**src/hdl/assert_macros.svh**
```systemverilog
// ----------------------------------------------------------------------------
// Assertion macros
// Shared concurrent assertion forms. Each use expects clk_i and rst_ni.
// ----------------------------------------------------------------------------
`ifndef ASSERT_MACROS_SVH
`define ASSERT_MACROS_SVH

// Same-cycle implication, held off during reset
`define MBD_ASSERT_IMPL(lbl, ante, cons) \
  lbl: assert property (@(posedge clk_i) disable iff (!rst_ni) (ante) |-> (cons)) \
    else $error("assertion failed");

// Next-cycle implication, held off during reset
`define MBD_ASSERT_NEXT(lbl, ante, cons) \
  lbl: assert property (@(posedge clk_i) disable iff (!rst_ni) (ante) |=> (cons)) \
    else $error("assertion failed");

`endif

```
**src/hdl/mbd_pkg.sv**
```systemverilog
// ----------------------------------------------------------------------------
// mbd_pkg
// Types and constants shared by the multi-button debouncer modules.
// ----------------------------------------------------------------------------
`timescale 1ns / 1ps

package mbd_pkg;

  localparam int NumButtons    = 3;
  localparam int TimeBits      = 48;
  localparam int IdxBits       = 2;
  localparam int DebounceBits  = 16;
  localparam logic [DebounceBits-1:0] DebounceReset = 16'd20;

  // Command codes
  localparam logic CmdSample = 1'b0;
  localparam logic CmdReinit = 1'b1;

  // Input word
  typedef struct packed {
    logic                  cmd;
    logic [TimeBits-1:0]   sample_time_ms;
    logic [NumButtons-1:0] button_levels;
  } in_word_t;

  // Result word
  typedef struct packed {
    logic [IdxBits-1:0]  button_index;
    logic                is_press;
    logic [TimeBits-1:0] event_time_ms;
    logic                last_event;
  } out_word_t;

  // Events produced by one sample, handed from core to event queue
  typedef struct packed {
    logic [NumButtons-1:0] mask;
    logic [NumButtons-1:0] levels;
    logic [TimeBits-1:0]   stamp;
  } evt_t;

endpackage

```
**src/hdl/mbd_in_stage.sv**
```systemverilog
// ----------------------------------------------------------------------------
// mbd_in_stage
// Input register: holds one sample word until the core takes it.
// ----------------------------------------------------------------------------
`timescale 1ns / 1ps

module mbd_in_stage (
  input  logic              clk_i,
  input  logic              rst_ni,
  input  logic              in_valid_i,
  output logic              in_stall_o,
  input  mbd_pkg::in_word_t in_word_i,
  input  logic              take_i,
  output logic              held_valid_o,
  output mbd_pkg::in_word_t held_word_o
);

  logic              valid_q, valid_d;
  mbd_pkg::in_word_t word_q;
  logic              accept;

  // Stall only while the held word is not leaving this cycle
  assign in_stall_o = valid_q & ~take_i;
  assign accept     = in_valid_i & ~in_stall_o;

  always_comb begin
    valid_d = valid_q;
    if (accept) begin
      valid_d = 1'b1;
    end else if (take_i) begin
      valid_d = 1'b0;
    end
  end

  always_ff @(posedge clk_i or negedge rst_ni) begin
    if (!rst_ni) begin
      valid_q <= 1'b0;
    end else begin
      valid_q <= valid_d;
    end
  end

  // Payload, no reset
  always_ff @(posedge clk_i) begin
    if (accept) begin
      word_q <= in_word_i;
    end
  end

  assign held_valid_o = valid_q;
  assign held_word_o  = word_q;

endmodule

```
**src/hdl/mbd_core.sv**
```systemverilog
// ----------------------------------------------------------------------------
// mbd_core
// Per-button debounce state and the single-pass update for one sample.
// ----------------------------------------------------------------------------
`timescale 1ns / 1ps

module mbd_core (
  input  logic                                 clk_i,
  input  logic                                 rst_ni,
  input  logic                                 cfg_we_i,
  input  logic [mbd_pkg::DebounceBits-1:0]     cfg_data_i,
  input  logic                                 held_valid_i,
  input  mbd_pkg::in_word_t                    held_word_i,
  input  logic                                 buf_free_i,
  output logic                                 take_o,
  output mbd_pkg::evt_t                        evt_o
);

  logic [mbd_pkg::DebounceBits-1:0] debounce_q;
  logic [mbd_pkg::TimeBits-1:0]     since_q [mbd_pkg::NumButtons];
  logic [mbd_pkg::TimeBits-1:0]     since_d [mbd_pkg::NumButtons];
  logic [mbd_pkg::NumButtons-1:0]   cand_q, cand_d;
  logic [mbd_pkg::NumButtons-1:0]   stable_q, stable_d;
  logic [mbd_pkg::TimeBits-1:0]     last_q, last_d;
  logic                             init_q, init_d;

  logic [mbd_pkg::TimeBits-1:0]     held [mbd_pkg::NumButtons];
  logic [mbd_pkg::TimeBits-1:0]     now;
  logic [mbd_pkg::TimeBits-1:0]     deb_wide;
  logic [mbd_pkg::NumButtons-1:0]   lv;
  logic [mbd_pkg::NumButtons-1:0]   mask;

  assign now      = held_word_i.sample_time_ms;
  assign lv       = held_word_i.button_levels;
  assign deb_wide = mbd_pkg::TimeBits'(debounce_q);
  assign take_o   = held_valid_i & buf_free_i;

  // Time each candidate has held, modulo the time width
  always_comb begin
    for (int i = 0; i < mbd_pkg::NumButtons; i++) begin
      held[i] = now - since_q[i];
    end
  end

  // State update for the sample being taken
  always_comb begin
    since_d  = since_q;
    cand_d   = cand_q;
    stable_d = stable_q;
    last_d   = last_q;
    init_d   = init_q;
    mask     = '0;
    if (take_o) begin
      if (held_word_i.cmd == mbd_pkg::CmdReinit || !init_q) begin
        // first sample or reinit: load everything, no events
        for (int i = 0; i < mbd_pkg::NumButtons; i++) begin
          since_d[i] = now;
        end
        cand_d   = lv;
        stable_d = lv;
        last_d   = now;
        init_d   = 1'b1;
      end else if (now >= last_q) begin
        last_d = now;
        for (int i = 0; i < mbd_pkg::NumButtons; i++) begin
          if (lv[i] != cand_q[i]) begin
            // level change restarts the candidate
            cand_d[i]  = lv[i];
            since_d[i] = now;
          end else if (lv[i] != stable_q[i] && held[i] >= deb_wide) begin
            stable_d[i] = lv[i];
            mask[i]     = 1'b1;
          end
        end
      end
      // time running backward: sample dropped
    end
  end

  always_ff @(posedge clk_i or negedge rst_ni) begin
    if (!rst_ni) begin
      debounce_q <= mbd_pkg::DebounceReset;
      cand_q     <= '0;
      stable_q   <= '0;
      last_q     <= '0;
      init_q     <= 1'b0;
      for (int i = 0; i < mbd_pkg::NumButtons; i++) begin
        since_q[i] <= '0;
      end
    end else begin
      if (cfg_we_i) begin
        debounce_q <= cfg_data_i;
      end
      cand_q   <= cand_d;
      stable_q <= stable_d;
      last_q   <= last_d;
      init_q   <= init_d;
      for (int i = 0; i < mbd_pkg::NumButtons; i++) begin
        since_q[i] <= since_d[i];
      end
    end
  end

  assign evt_o.mask   = mask;
  assign evt_o.levels = lv;
  assign evt_o.stamp  = now;

endmodule

```
**src/hdl/mbd_evq.sv**
```systemverilog
// ----------------------------------------------------------------------------
// mbd_evq
// Result register: holds one sample's events and sends them out one word
// per cycle unless stalled, in ascending button order, flagging the last.
// ----------------------------------------------------------------------------
`timescale 1ns / 1ps

module mbd_evq (
  input  logic               clk_i,
  input  logic               rst_ni,
  input  logic               load_i,
  input  mbd_pkg::evt_t      evt_i,
  output logic               free_o,
  output logic               out_valid_o,
  input  logic               out_stall_i,
  output mbd_pkg::out_word_t out_word_o
);

  logic [mbd_pkg::NumButtons-1:0] mask_q, mask_d;
  logic [mbd_pkg::NumButtons-1:0] levels_q;
  logic [mbd_pkg::TimeBits-1:0]   stamp_q;
  logic [mbd_pkg::NumButtons-1:0] lowest;
  logic [mbd_pkg::NumButtons-1:0] rest;
  logic [mbd_pkg::IdxBits-1:0]    idx;
  logic                           pop;

  // Pick the lowest pending button
  assign lowest = mask_q & (~mask_q + 1'b1);
  assign rest   = mask_q & ~lowest;

  always_comb begin
    idx = '0;
    for (int i = 0; i < mbd_pkg::NumButtons; i++) begin
      if (lowest[i]) begin
        idx = mbd_pkg::IdxBits'(i);
      end
    end
  end

  assign out_valid_o = |mask_q;
  assign pop         = out_valid_o & ~out_stall_i;
  // Free when empty or the final word leaves now
  assign free_o      = ~out_valid_o | (pop & (rest == '0));

  always_comb begin
    mask_d = mask_q;
    if (load_i) begin
      mask_d = evt_i.mask;
    end else if (pop) begin
      mask_d = rest;
    end
  end

  always_ff @(posedge clk_i or negedge rst_ni) begin
    if (!rst_ni) begin
      mask_q <= '0;
    end else begin
      mask_q <= mask_d;
    end
  end

  always_ff @(posedge clk_i) begin
    if (load_i) begin
      levels_q <= evt_i.levels;
      stamp_q  <= evt_i.stamp;
    end
  end

  assign out_word_o.button_index  = idx;
  assign out_word_o.is_press      = |(lowest & levels_q);
  assign out_word_o.event_time_ms = stamp_q;
  assign out_word_o.last_event    = (rest == '0);

endmodule

```
**src/hdl/multi_button_time_debouncer_top.sv**
```systemverilog
// ----------------------------------------------------------------------------
// multi_button_time_debouncer_top
// Timestamped debouncer for three buttons with press/release events.
//
//   channel | direction | handshake           | word
//   --------+-----------+---------------------+-------------------
//   in      | input     | in_valid_i/stall_o  | mbd_pkg::in_word_t
//   out     | output    | out_valid_o/stall_i | mbd_pkg::out_word_t
//   cfg     | input     | cfg_valid_i/ready_o | debounce_ms, 16 bit
//
// A sample enters the input register and is processed combinationally
// by the core once the result register is free; its events are then
// registered there. A sample with k events holds the result register
// until all k have left; one with no events never enters it, so the
// input takes a word every cycle while the result register is free.
// Reset clears all button state, marks the block uninitialized and sets
// debounce_ms to 20. An output stall holds the result register and, once
// the input register is also full, stalls the input.
// ----------------------------------------------------------------------------
`timescale 1ns / 1ps
`include "assert_macros.svh"

module multi_button_time_debouncer_top (
  input  logic                              clk_i,
  input  logic                              rst_ni,
  input  logic                              in_valid_i,
  output logic                              in_stall_o,
  input  mbd_pkg::in_word_t                 in_word_i,
  output logic                              out_valid_o,
  input  logic                              out_stall_i,
  output mbd_pkg::out_word_t                out_word_o,
  input  logic                              cfg_valid_i,
  output logic                              cfg_ready_o,
  input  logic [mbd_pkg::DebounceBits-1:0]  cfg_data_i
);

  logic              take;
  logic              held_valid;
  mbd_pkg::in_word_t held_word;
  logic              buf_free;
  mbd_pkg::evt_t     evt;
  logic              load;

  // Config register is always writable
  assign cfg_ready_o = 1'b1;

  mbd_in_stage u_in_stage (
    .clk_i       (clk_i),
    .rst_ni      (rst_ni),
    .in_valid_i  (in_valid_i),
    .in_stall_o  (in_stall_o),
    .in_word_i   (in_word_i),
    .take_i      (take),
    .held_valid_o(held_valid),
    .held_word_o (held_word)
  );

  mbd_core u_core (
    .clk_i       (clk_i),
    .rst_ni      (rst_ni),
    .cfg_we_i    (cfg_valid_i & cfg_ready_o),
    .cfg_data_i  (cfg_data_i),
    .held_valid_i(held_valid),
    .held_word_i (held_word),
    .buf_free_i  (buf_free),
    .take_o      (take),
    .evt_o       (evt)
  );

  // Only samples that produce events occupy the result register
  assign load = take & (|evt.mask);

  mbd_evq u_evq (
    .clk_i      (clk_i),
    .rst_ni     (rst_ni),
    .load_i     (load),
    .evt_i      (evt),
    .free_o     (buf_free),
    .out_valid_o(out_valid_o),
    .out_stall_i(out_stall_i),
    .out_word_o (out_word_o)
  );

  // A new sample is only taken when the pending events are done
  `MBD_ASSERT_IMPL(a_take_when_drained, take,
                   !out_valid_o || (out_word_o.last_event && !out_stall_i))
  // A non-final event delivered is followed by another event
  `MBD_ASSERT_NEXT(a_more_follow, out_valid_o && !out_stall_i && !out_word_o.last_event,
                   out_valid_o)
  // Event index stays within the button count
  `MBD_ASSERT_IMPL(a_index_range, out_valid_o,
                   32'(out_word_o.button_index) < mbd_pkg::NumButtons)

endmodule
```
**config.mk**
```make
export PLATFORM = sky130hd
export DESIGN_NAME = multi_button_time_debouncer_top
export DESIGN_NICKNAME = d
export VERILOG_FILES = /design/src/hdl/mbd_pkg.sv /design/src/hdl/mbd_in_stage.sv /design/src/hdl/mbd_core.sv /design/src/hdl/mbd_evq.sv /design/src/hdl/multi_button_time_debouncer_top.sv
export VERILOG_INCLUDE_DIRS = /design/src /design/src/hdl
export SDC_FILE = /design/constraint.sdc
export NUM_CORES = 1
export LEC_CHECK = 0
export ABC_AREA = 0
export CAP_MARGIN = 10
export CORE_ASPECT_RATIO = 0.6
export CORE_MARGIN = 8
export CORE_UTILIZATION = 35
export DETAILED_ROUTE_END_ITERATION = 10
export DONT_BUFFER_PORTS = 1
export PLACE_DENSITY = 0.51
export REMOVE_ABC_BUFFERS = 1
export SYNTH_ARGS = -nofsm -noshare
export SYNTH_HDL_FRONTEND = slang
export SYNTH_SLANG_ARGS = --single-unit
export TNS_END_PERCENT = 50
```
**constraint.sdc**
```tcl
create_clock -name clk_i -period 9.2 [get_ports clk_i]
set_input_delay 1.84 -clock clk_i [delete_from_list [all_inputs] [get_ports clk_i]]
set_output_delay 1.84 -clock clk_i [all_outputs]
set_load 0.01 [all_outputs]
```
**After elaboration in Yosys (flattened, before gate mapping)**

Cells that the tools add are included.

- Flip-flop bits (word level): 322
- Latch bits: 0
- RAM bits: 0
- Bits in read-only memories: 0
- Bits of input ports: 73
- Output and inout port bits: 55
- Memories: 0

- Add/subtract/negate cells: 4
- Multiply operators: 0
- Divide/modulo/power cells: 0
- Magnitude comparators: 4
- Eq/ne operators: 9
- Shifts and indexed selects: 0
- Mux-type cells: 35
- Bitwise logic cells: 16
- Reductions and logical operators: 26

Operators by type and width:

| cell | count |
|---|---|
| $mux 144 | 2 |
| $mux 48 | 5 |
| $ge 48x16->1 | 3 |
| $sub 48x48->48 | 3 |
| $ge 48x48->1 | 1 |
| $mux 3 | 9 |
| $mux 1 | 18 |
| $reduce_bool 2->1 | 9 |
| $reduce_and 4->1 | 3 |
| $and 3x3->3 | 3 |
| $reduce_and 3->1 | 3 |
| $reduce_or 3->1 | 3 |
| $and 1x1->1 | 6 |
| $ne 1x1->1 | 6 |
| $ne 2x1->1 const B | 3 |
| $not 3->3 | 2 |
| $not 1->1 | 4 |
| $reduce_and 2->1 | 2 |
| $add 3x1->3 const B | 1 |
| $logic_and 1x1->1 | 3 |
| $logic_not 3->1 | 1 |
| $mux 2 | 1 |
| $logic_not 1->1 | 1 |
| $logic_or 1x1->1 | 1 |
| $or 1x1->1 | 1 |

**Logic depth before layout (Yosys ltp)**

Gate-level depths: netlist (run 1).

- Word-level depth: 14
- Mapped depth: 23

**Hierarchy**

A second synthesis (run 1) with hierarchy kept.

- Cells, all modules: 2528
- Area total of the unflattened synthesis: 23927.9 um^2

Modules (own cells, without submodules):

| module | instances | cells each | area an instance (um^2) | sequential area each (um^2) |
|---|---|---|---|---|
| mbd_core | 1 | 2391 | 20541.0 | 5382.7 |
| mbd_evq | 1 | 77 | 1747.9 | 1606.5 |
| mbd_in_stage | 1 | 57 | 1619.1 | 1586.5 |
| multi_button_time_debouncer_top | 1 | 3 | 20.0 | 0.0 |

**Worst setup path before layout (run 1)**

OpenSTA, ideal clock, no wires.

- Path kind: reg2reg
- Start: register u_in_stage.word_q (netlist bit u_in_stage.held_word_o[3])
- End: register u_evq.levels_q[0] (netlist name) (enable)
- Data arrival time: 5.990 ns
- Slack: 2.470 ns
- Stages on the path, launching flop included: 22
- Path buffers: 0
- Cells stage by stage: edfxtp_1 -> inv_1 -> ha_1 -> inv_1 -> fa_1 -> a211oi_1 -> o21ai_0 -> a211o_1 -> and2_1 -> xor2_1 -> ha_1 -> o21ai_0 -> nor2_1 -> or4_1 -> a211o_1 -> or4_1 -> nor4_2 -> nand4_1 -> nor4_1 -> nand4_1 -> nand3_1 -> o211ai_1

- Cells in the longest elaborated chain, start to end: 10
- Elaborated cells on any way between the ends: 21

RTL lines:

| what | line | text |
|---|---|---|
| start, declared | mbd_in_stage.sv:19 | `mbd_pkg::in_word_t word_q;` |
| start signal, assigned | mbd_in_stage.sv:46 | `word_q <= in_word_i;` |
| $sub 48x48->48 | mbd_core.sv:41 | `held[i] = now - since_q[i];` |
| $ge 48x16->1 | mbd_core.sv:70 | `end else if (lv[i] != stable_q[i] && held[i] >= deb_wide) begin` |
| $logic_and 1x1->1 | mbd_core.sv:70 |  |
| $mux 1 | mbd_core.sv:70 |  |
| $mux 1 | mbd_core.sv:66 | `if (lv[i] != cand_q[i]) begin` |
| $mux 3 (*) | mbd_core.sv:63 | `end else if (now >= last_q) begin` |
| $mux 3 (*) | mbd_core.sv:54 | `if (held_word_i.cmd == mbd_pkg::CmdReinit \|\| !init_q) begin` |
| $mux 3 (*) | mbd_core.sv:53 | `if (take_o) begin` |
| $reduce_or 3->1 (*) | multi_button_time_debouncer_top.sv:71 | `assign load = take & (\|evt.mask);` |
| $and 1x1->1 (*) | multi_button_time_debouncer_top.sv:71 |  |
| net load | multi_button_time_debouncer_top.sv:42 | `logic load;` |
| end signal, assigned | mbd_evq.sv:64 | `levels_q <= evt_i.levels;` |
| end, declared | mbd_evq.sv:20 | `logic [mbd_pkg::NumButtons-1:0] levels_q;` |

The timed path passes the listed nets; every way through them passes the cells marked *.
A chain may end at the register's enable or synchronous reset.

**Worst setup path after layout (run 1)**

- Start: register u_in_stage.word_q (netlist bit u_in_stage.held_word_o[3])
- End: register u_evq.stamp_q[25] (netlist name) (enable)

- Cells in the longest elaborated chain, start to end: 10
- Elaborated cells on any way between the ends: 21

RTL lines:

| what | line | text |
|---|---|---|
| $sub 48x48->48 | mbd_core.sv:41 |  |
| $ge 48x16->1 | mbd_core.sv:70 |  |
| $logic_and 1x1->1 | mbd_core.sv:70 |  |
| $mux 1 | mbd_core.sv:70 |  |
| $mux 1 | mbd_core.sv:66 |  |
| $mux 3 (*) | mbd_core.sv:63 |  |
| $mux 3 (*) | mbd_core.sv:54 |  |
| $mux 3 (*) | mbd_core.sv:53 |  |
| $reduce_or 3->1 (*) | multi_button_time_debouncer_top.sv:71 |  |
| $and 1x1->1 (*) | multi_button_time_debouncer_top.sv:71 |  |
| net load | multi_button_time_debouncer_top.sv:42 |  |
| end signal, assigned | mbd_evq.sv:65 | `stamp_q <= evt_i.stamp;` |
| end, declared | mbd_evq.sv:21 | `logic [mbd_pkg::TimeBits-1:0] stamp_q;` |

Marks and branches as above.

==> results of run 1 <==
==> state kept, by name (all words and copies together) (netlist names) <==
register,count
u_evq.mask_q,3
u_core.stable_q,3
u_evq.levels_q,3
u_core.since_q,144
u_core.init_q,1
u_evq.stamp_q,48
u_core.debounce_q,16
u_in_stage.held_word_o,52
u_core.cand_q,3
u_in_stage.held_valid_o,1
u_core.last_q,48
==> critical path: stages (launching register included) <==
cell      delay, ps
edfxtp_1        450
inv_1           180
ha_1            230
inv_1            70
fa_1            430
a211oi_1        460
o21ai_0         250
a211o_1         350
and2_1          170
xor2_1          150
ha_1            300
o21ai_0         180
nor2_1           60
or4_1           510
a211o_1         290
or4_1           540
nor4_2          230
nand4_1         110
nor4_1          450
nand4_1         310
nand3_1         220
o211ai_1        110
buf_4           380
==> synth_stat cells (6+ instances only) <==
cell type  number
mux2i_1        11
edfxtp_1      103
o31ai_1        11
o21a_1         29
xor2_1         35
o22ai_1         9
nand2_1       247
nor2_1        121
nor3b_1         6
nor3_1         54
nor2b_1        20
and3_1         13
o2111ai_1       6
a211o_1        10
o211ai_1       21
o221ai_1       12
o21bai_1       23
a21oi_1       219
nand4_1        68
or3_1          20
o21ai_0       191
xnor2_1        53
a31oi_1         9
nand3_1        50
mux2_2        154
and4_1          6
inv_1         244
nor4_1         17
a21o_1         57
a2111oi_0      10
a21boi_0       15
a211oi_1       25
clkbuf_1       83
dfrtp_1       217
and2_1         12
nand2b_1       22
ha_1          237
==> how the worst min path moves through the flow <==
stage / start / endpoint / slack (ps) / cells after the start
after floorplan: u_core.init_q / u_core.init_q / 460 / 1
after global placement: u_core.init_q / u_core.init_q / 470 / 1
after detailed placement: u_core.init_q / u_core.init_q / 480 / 1
after CTS: u_core.init_q / u_core.init_q / 500 / 1
after global routing: u_core.since_q[119] / u_core.since_q[119] / 520 / 1
final: u_core.init_q / u_core.init_q / 500 / 1
==> cell type report <==
type                    count  area, µm²
diodes                      3       7.51
clock buffers              50       1000
clock inverters            16        124
fillers                  6679      40700
inverters                 244        916
multi-input cells        1888      13400
flip-flops and latches    322       8580
well taps                 900       1130
repair buffers             26        193
==> per-stage QoR <==
stage	worst slack [ps]	instance area, µm²	hold WS [ps]	util
6_report	2350	25400	499	0.384
5_1_grt	2020	25400	518	0.384
4_1_cts	2390	25300	496	0.384
3_5_place_dp	2410	24200	481	0.367
3_3_place_gp	2560	24200	473	0.367
2_1_floorplan	1130	22900	456	-
==> layer usage <==
layer | part of all wire | track usage | vias to the layer above | routed length (µm)
met5 | 0.00023 | 0 | - | 18
met4 | 0.014 | 0.0339 | 4 | 1100
met3 | 0.095 | 0.0659 | 79 | 7500
met2 | 0.37 | 0.265 | 688 | 29100
met1 | 0.52 | 0.321 | 9572 | 41000
li1 | - | - | 9193 | -
==> cells by family (layout without fill, tap and decap cells) <==
family          count (synthesis)  in the layout
compound gates                712            712
mux                           165            165
simple gates                  682            682
fa+ha+maj                     240            240
xor+xnor                       88             88
buf+inv                       341            336
flops                         322            322
other cells                     1              4
==> where the power goes <==
part           total [W]  switching [W]  internal (W)
clock network    0.00142       0.000642      0.000778
registers        0.00236       0.000322       0.00204
logic            0.00639        0.00391       0.00249
==> summary.txt, run 1 <==
Final layout
  – Most common cell after layout, fill and taps aside: nand2_1
  – Final #Nets: 2831
  – Share of cells above drive strength 1: 0.103
  – Commonest non-fill, non-tap cells in the layout: 247 x nand2_1, 244 x inv_1, 237 x ha_1, 219 x a21oi_1, 217 x dfrtp_1
  – Non-Filler Instances: 3449
  – Area Overhead vs Synth: 8.96%

Yosys
  – Post-synthesis mux area share: 0.0792
  – Main area contributors after synthesis: dfrtp_1 23%, edfxtp_1 13%, ha_1 13%
  – Post-Synth XOR/XNOR Area: 0.0331
  – Yosys warning total: 0
  – Async set-or-reset flop fraction in the synthesized netlist: 0.680
  – Largest family of logic cells by synthesized area: compound AO/OA/AOI/OAI gates
  – Yosys top cell area share: 0.233
  – Post-synth design cell area: 23300 µm²
  – Adder-cell area share of the yosys netlist: 0.130
  – Syn avg cell area: 9.12 µm²
  – Synth area leader: dfrtp_1
  – Library cells used by synthesis: 82
  – Simple-gate share of the synthesized area: 0.141
  – Seq/Total Area, Yosys: 0.368
  – Cell count after synthesis: 2551
  – Synth Register Bits: 322
  – Ys flop type: dfrtp_1
  – Post-synth EDFFs: 103
  – Compound-gate portion of the synthesized area: 0.191

Drt
  – Vias/cell: 5.66
  – Pre-Repair DR Iteration Count: 6
  – Residual DRC: 0
  – 1st-iter DRT viols: 1698
  – WL final: 78700 µm
  – Wirelength per Cell: 22.8 µm
  – DRT antenna net count: 0
  – Via count: 19500

Worst setup path
  – Crit path to: u_evq.stamp_q[25]
  – Startpoint class of the critical path: flip-flop
  – Critical path class: flip-flop to flip-flop
  – Critical path origin: u_in_stage.held_word_o[3]
  – RR Endpoint: u_evq.stamp_q[25]
  – Cells on worst reg2reg path: 22
  – Required @ worst endpoint: 9410 ps
  – Worst Path Arrival: 7060 ps
  – Worst-path maximum fanout: 51
  – Flop-to-flop setup slack: 2350 ps
  – Worst Setup End Kind: flip-flop
  – FF-to-FF Start: u_in_stage.held_word_o[3]

STA
  – Post-route minimum period: 6850 ps
  – Final period utilization: 0.744
  – Slew HR: 0.320
  – # setup viols final: 0
  – Worst Tran Pin Value: 994 ps
  – Final clock skew: 37.1 ps
  – Fmax: 146 MHz
  – Final Hold Vio Count: 0
  – Slew Limit Fails: 0
  – RSZ-0062 raised after global routing: no
  – Total negative slack: 0 ps

Placement
  – Placed cell count: 3379
  – Placer congestion estimate: 0.929
  – Port bufs: 0
  – Post-DP HPWL: 60900 µm

Die
  – DIE AREA: 75300 µm²
  – IO Count: 128
  – Die Y: 216 µm
  – Die width: 349 µm
  – Starting Density: 0.352
  – Core area: 66000 µm²
  – Std cell rows: 73

Global routing
  – Largest net degree at the start of global routing: 220
  – GRT overflow: 0
  – Vias in the first global route: 18700
  – Initial antenna violation count: 10
  – Overall routing resource usage: 0.204
  – First-pass GRT wire length: 119000 µm

Power and ir drop
  – Pwr per Cell Area: 401 nW/µm²
  – Peak VDD IR: 0.134 mV
  – Static Leakage: 10.8 nW
  – Total Power: 0.0102 W

CTS
  – Clk root buf: clkbuf_16
  – H-tree depth: 2
  – Post-CTS Resized: 0
  – Worst-skew pair later-pin latency: 580 ps
  – CTS tree: built
  – # hold bufs at CTS: 0
  – TritonCTS Sinks: 322
  – Cts bufs inserted: 36
  – Post-CTS setup buffers: 0
  – CTS max path bufs: 3
  – Clk slew on worst S/H paths: 60 ps

Hold path
  – Min-Delay Path Class: flip-flop to flip-flop

Status
  – Outcome: completed

Flow run
  – Max-cap violations: 0
Note: power is estimated with default switching activity, not from simulation.
==> inputs of run 2 (changes only) <==
- PLACE_DENSITY: 0.51 -> 0.53
- clock period: 9.2 -> 5.55 ns (I/O delays scaled with it)
==> summary.txt, run 2 (synthesis gave the netlist of run 1 again) <==
CTS
  – Clk slew on worst S/H paths: 70 ps (about the same)
  – Clk root buf: clkbuf_16
  – Worst-skew pair later-pin latency: 580 ps (about the same)
  – Cts bufs inserted: 36 (unchanged)
  – TritonCTS Sinks: 322 (unchanged)
  – CTS max path bufs: 3 (unchanged)
  – CTS tree: built
  – H-tree depth: 2 (unchanged)
  – # hold bufs at CTS: 0 (unchanged)

Final layout
  – Max reg flops: 144 (unchanged)
  – Most flops, register: u_core.since_q
  – Area Overhead vs Synth: 15.4%
  – Share of cells above drive strength 1: 0.165 (+0.0612)
  – Final #Nets: 2985 (+5.4%)
  – Commonest non-fill, non-tap cells in the layout: 247 x nand2_1, 241 x inv_1, 236 x ha_1, 217 x dfrtp_1, 215 x a21oi_1
  – Non-Filler Instances: 3600 (+4.4%)
  – Post-route cell area: 26800 µm² (+5.9%)
  – Most common cell after layout, fill and taps aside: nand2_1
  – Final Util: 0.407 (+0.0226)

Worst setup path
  – Critical path class: flip-flop to flip-flop
  – Required @ worst endpoint: 5880 ps (-3530 ps)
  – Worst Path Arrival: 6200 ps (-860 ps)
  – Startpoint class of the critical path: flip-flop
  – Worst Setup End Kind: flip-flop
  – Worst-path maximum fanout: 7 (-86%)

Die
  – Die Y: 216 µm (unchanged)
  – DIE AREA: 75300 µm² (unchanged)
  – IO Count: 128 (unchanged)
  – Die width: 349 µm (unchanged)
  – Starting Density: 0.352 (unchanged)
  – Std cell rows: 73 (unchanged)
  – Core area: 66000 µm² (unchanged)

Status
  – Outcome: complete, but fails checks
  – Failing checks: setup timing

Power and ir drop
  – Pwr per Cell Area: 658 nW/µm² (+64%)
  – Static Leakage: 11.7 nW (+7.6%)
  – Peak VDD IR: 0.270 mV (+100%)

Placement
  – Post-DP HPWL: 60700 µm (-0.25%)
  – Placer congestion estimate: 0.920 (-0.94%)
  – Port bufs: 0 (unchanged)
  – Placed cell count: 3520 (+4.2%)
  – Post-Place Cell Area: 25300 µm² (+4.4%)

STA
  – Slew HR: 0.265 (-0.0555)
  – RSZ-0062 raised after global routing: yes
  – Final period utilization: 1.06 (+0.313)
  – Total negative slack: -11790 ps (-11790 ps)
  – Final clock skew: 38.9 ps (+1.78 ps)
  – Min Hold Slack: 245 ps (-254 ps)
  – Slew Limit Fails: 0 (unchanged)
  – Post-route minimum period: 5870 ps (-978 ps)
  – Setup WS post-layout: -320 ps (-2670 ps)
  – # setup viols final: 51 (+51)
  – Fmax: 170 MHz (+17%)
  – Worst Tran Pin Value: 1100 ps (+107 ps)
  – Final Hold Vio Count: 0 (unchanged)

Drt
  – Met1 WL: 40400 µm (-1.3%)
  – Wirelength per Cell: 21.5 µm (-6.0%)
  – Residual DRC: 0 (unchanged)
  – 1st-iter DRT viols: 1815 (+6.9%)
  – WL final: 77200 µm (-1.9%)
  – Met3 wire len: 5470 µm (-27%)
  – Pre-Repair DR Iteration Count: 5 (-1)
  – Via count: 20000 (+2.4%)
  – DR top layer: met4
  – Met2 WL: 29900 µm (+2.8%)
  – Vias/cell: 5.56 (-1.9%)
  – DRT antenna net count: 0 (unchanged)

Global routing
  – Initial antenna violation count: 3 (-7)
  – Vias in the first global route: 19400 (+3.6%)
  – Overall routing resource usage: 0.200 (-0.00350)
  – First-pass GRT wire length: 118000 µm (-0.26%)
  – GRT overflow: 0 (unchanged)
  – Largest net degree at the start of global routing: 220 (unchanged)

Hold path
  – Min-Delay Path Class: input pin to async pin

Flow run
  – Max-cap violations: 0 (unchanged)
[run 2: power breakdown]
part	internal [W]	switching [W]
Clock	0.00147	0.00106
Sequential	0.00337	0.000479
Combinational	0.00475	0.00653
Total	0.00960	0.00807
[run 2: critical path, cell delays in order (launching register included)]
cell      delay [ps]
edfxtp_1         400
inv_2            100
ha_4             140
inv_2             40
fa_2             410
a211oi_4         260
o21ai_2          120
a211o_1          290
and2_4           150
xor2_1           140
ha_1             330
nand4_1          110
a21oi_1           60
or4_1            510
a211o_1          280
or4_4            540
nor4_4           180
nand4_1          150
nor4_2           340
buf_4            160
nand4_1           90
buf_6            160
nand3_2           70
o211ai_1         110
buf_4            180
buf_8            140
buf_16           150
[run 2: what timing repair did]
| item | in CTS | in global routing |
|---|---|---|
| resized for setup | 41 | 12 |
| cloned | 5 | 0 |
| pin swaps | 16 | 5 |
| buffers inserted | 11 | 1 |
| setup endpoints to repair | 54 | 57 |
[run 2: per-stage QoR]
stage,setup WS [ps],total power [W]
final,-320,0.0177
after global routing,-533,0.0191
after CTS,-254,0.0176
after detailed placement,-731,0.0147
after global placement,-707,0.0146
after floorplan,-1970,0.0114
[run 2: routing by layer]
layer | track usage | vias to the layer above
li1 | - | 9499
met1 | 0.320 | 9800
met2 | 0.271 | 624
met3 | 0.0386 | 90
met4 | 0.0413 | 0
met5 | 0 | -
[run 2: worst paths after layout]
kind                                                start             endpoint  slack, ps  depth (start not counted)
worst min-delay path                               rst_ni  u_core.since_q[111]        240                          0
min in group clk_i                          u_core.init_q        u_core.init_q        490                          1
worst max-delay path            u_in_stage.held_word_o[3]    u_evq.stamp_q[22]       -320                         26
worst min register to register              u_core.init_q        u_core.init_q        490                          1
max in group asynchronous                          rst_ni   u_core.since_q[95]       4780                          0
worst max register to register  u_in_stage.held_word_o[3]    u_evq.stamp_q[22]       -320                         26
[run 2: layout make-up]
type                       instances  area, µm²
fill                            6562      39200
multi-input combinational       1888      13600
sequential                       322       8580
timing repair buffer             180       1460
tap                              900       1130
clock buffer                      46        958
inverter                         244        916
clock inverter                    19        251
antenna                            1       2.50
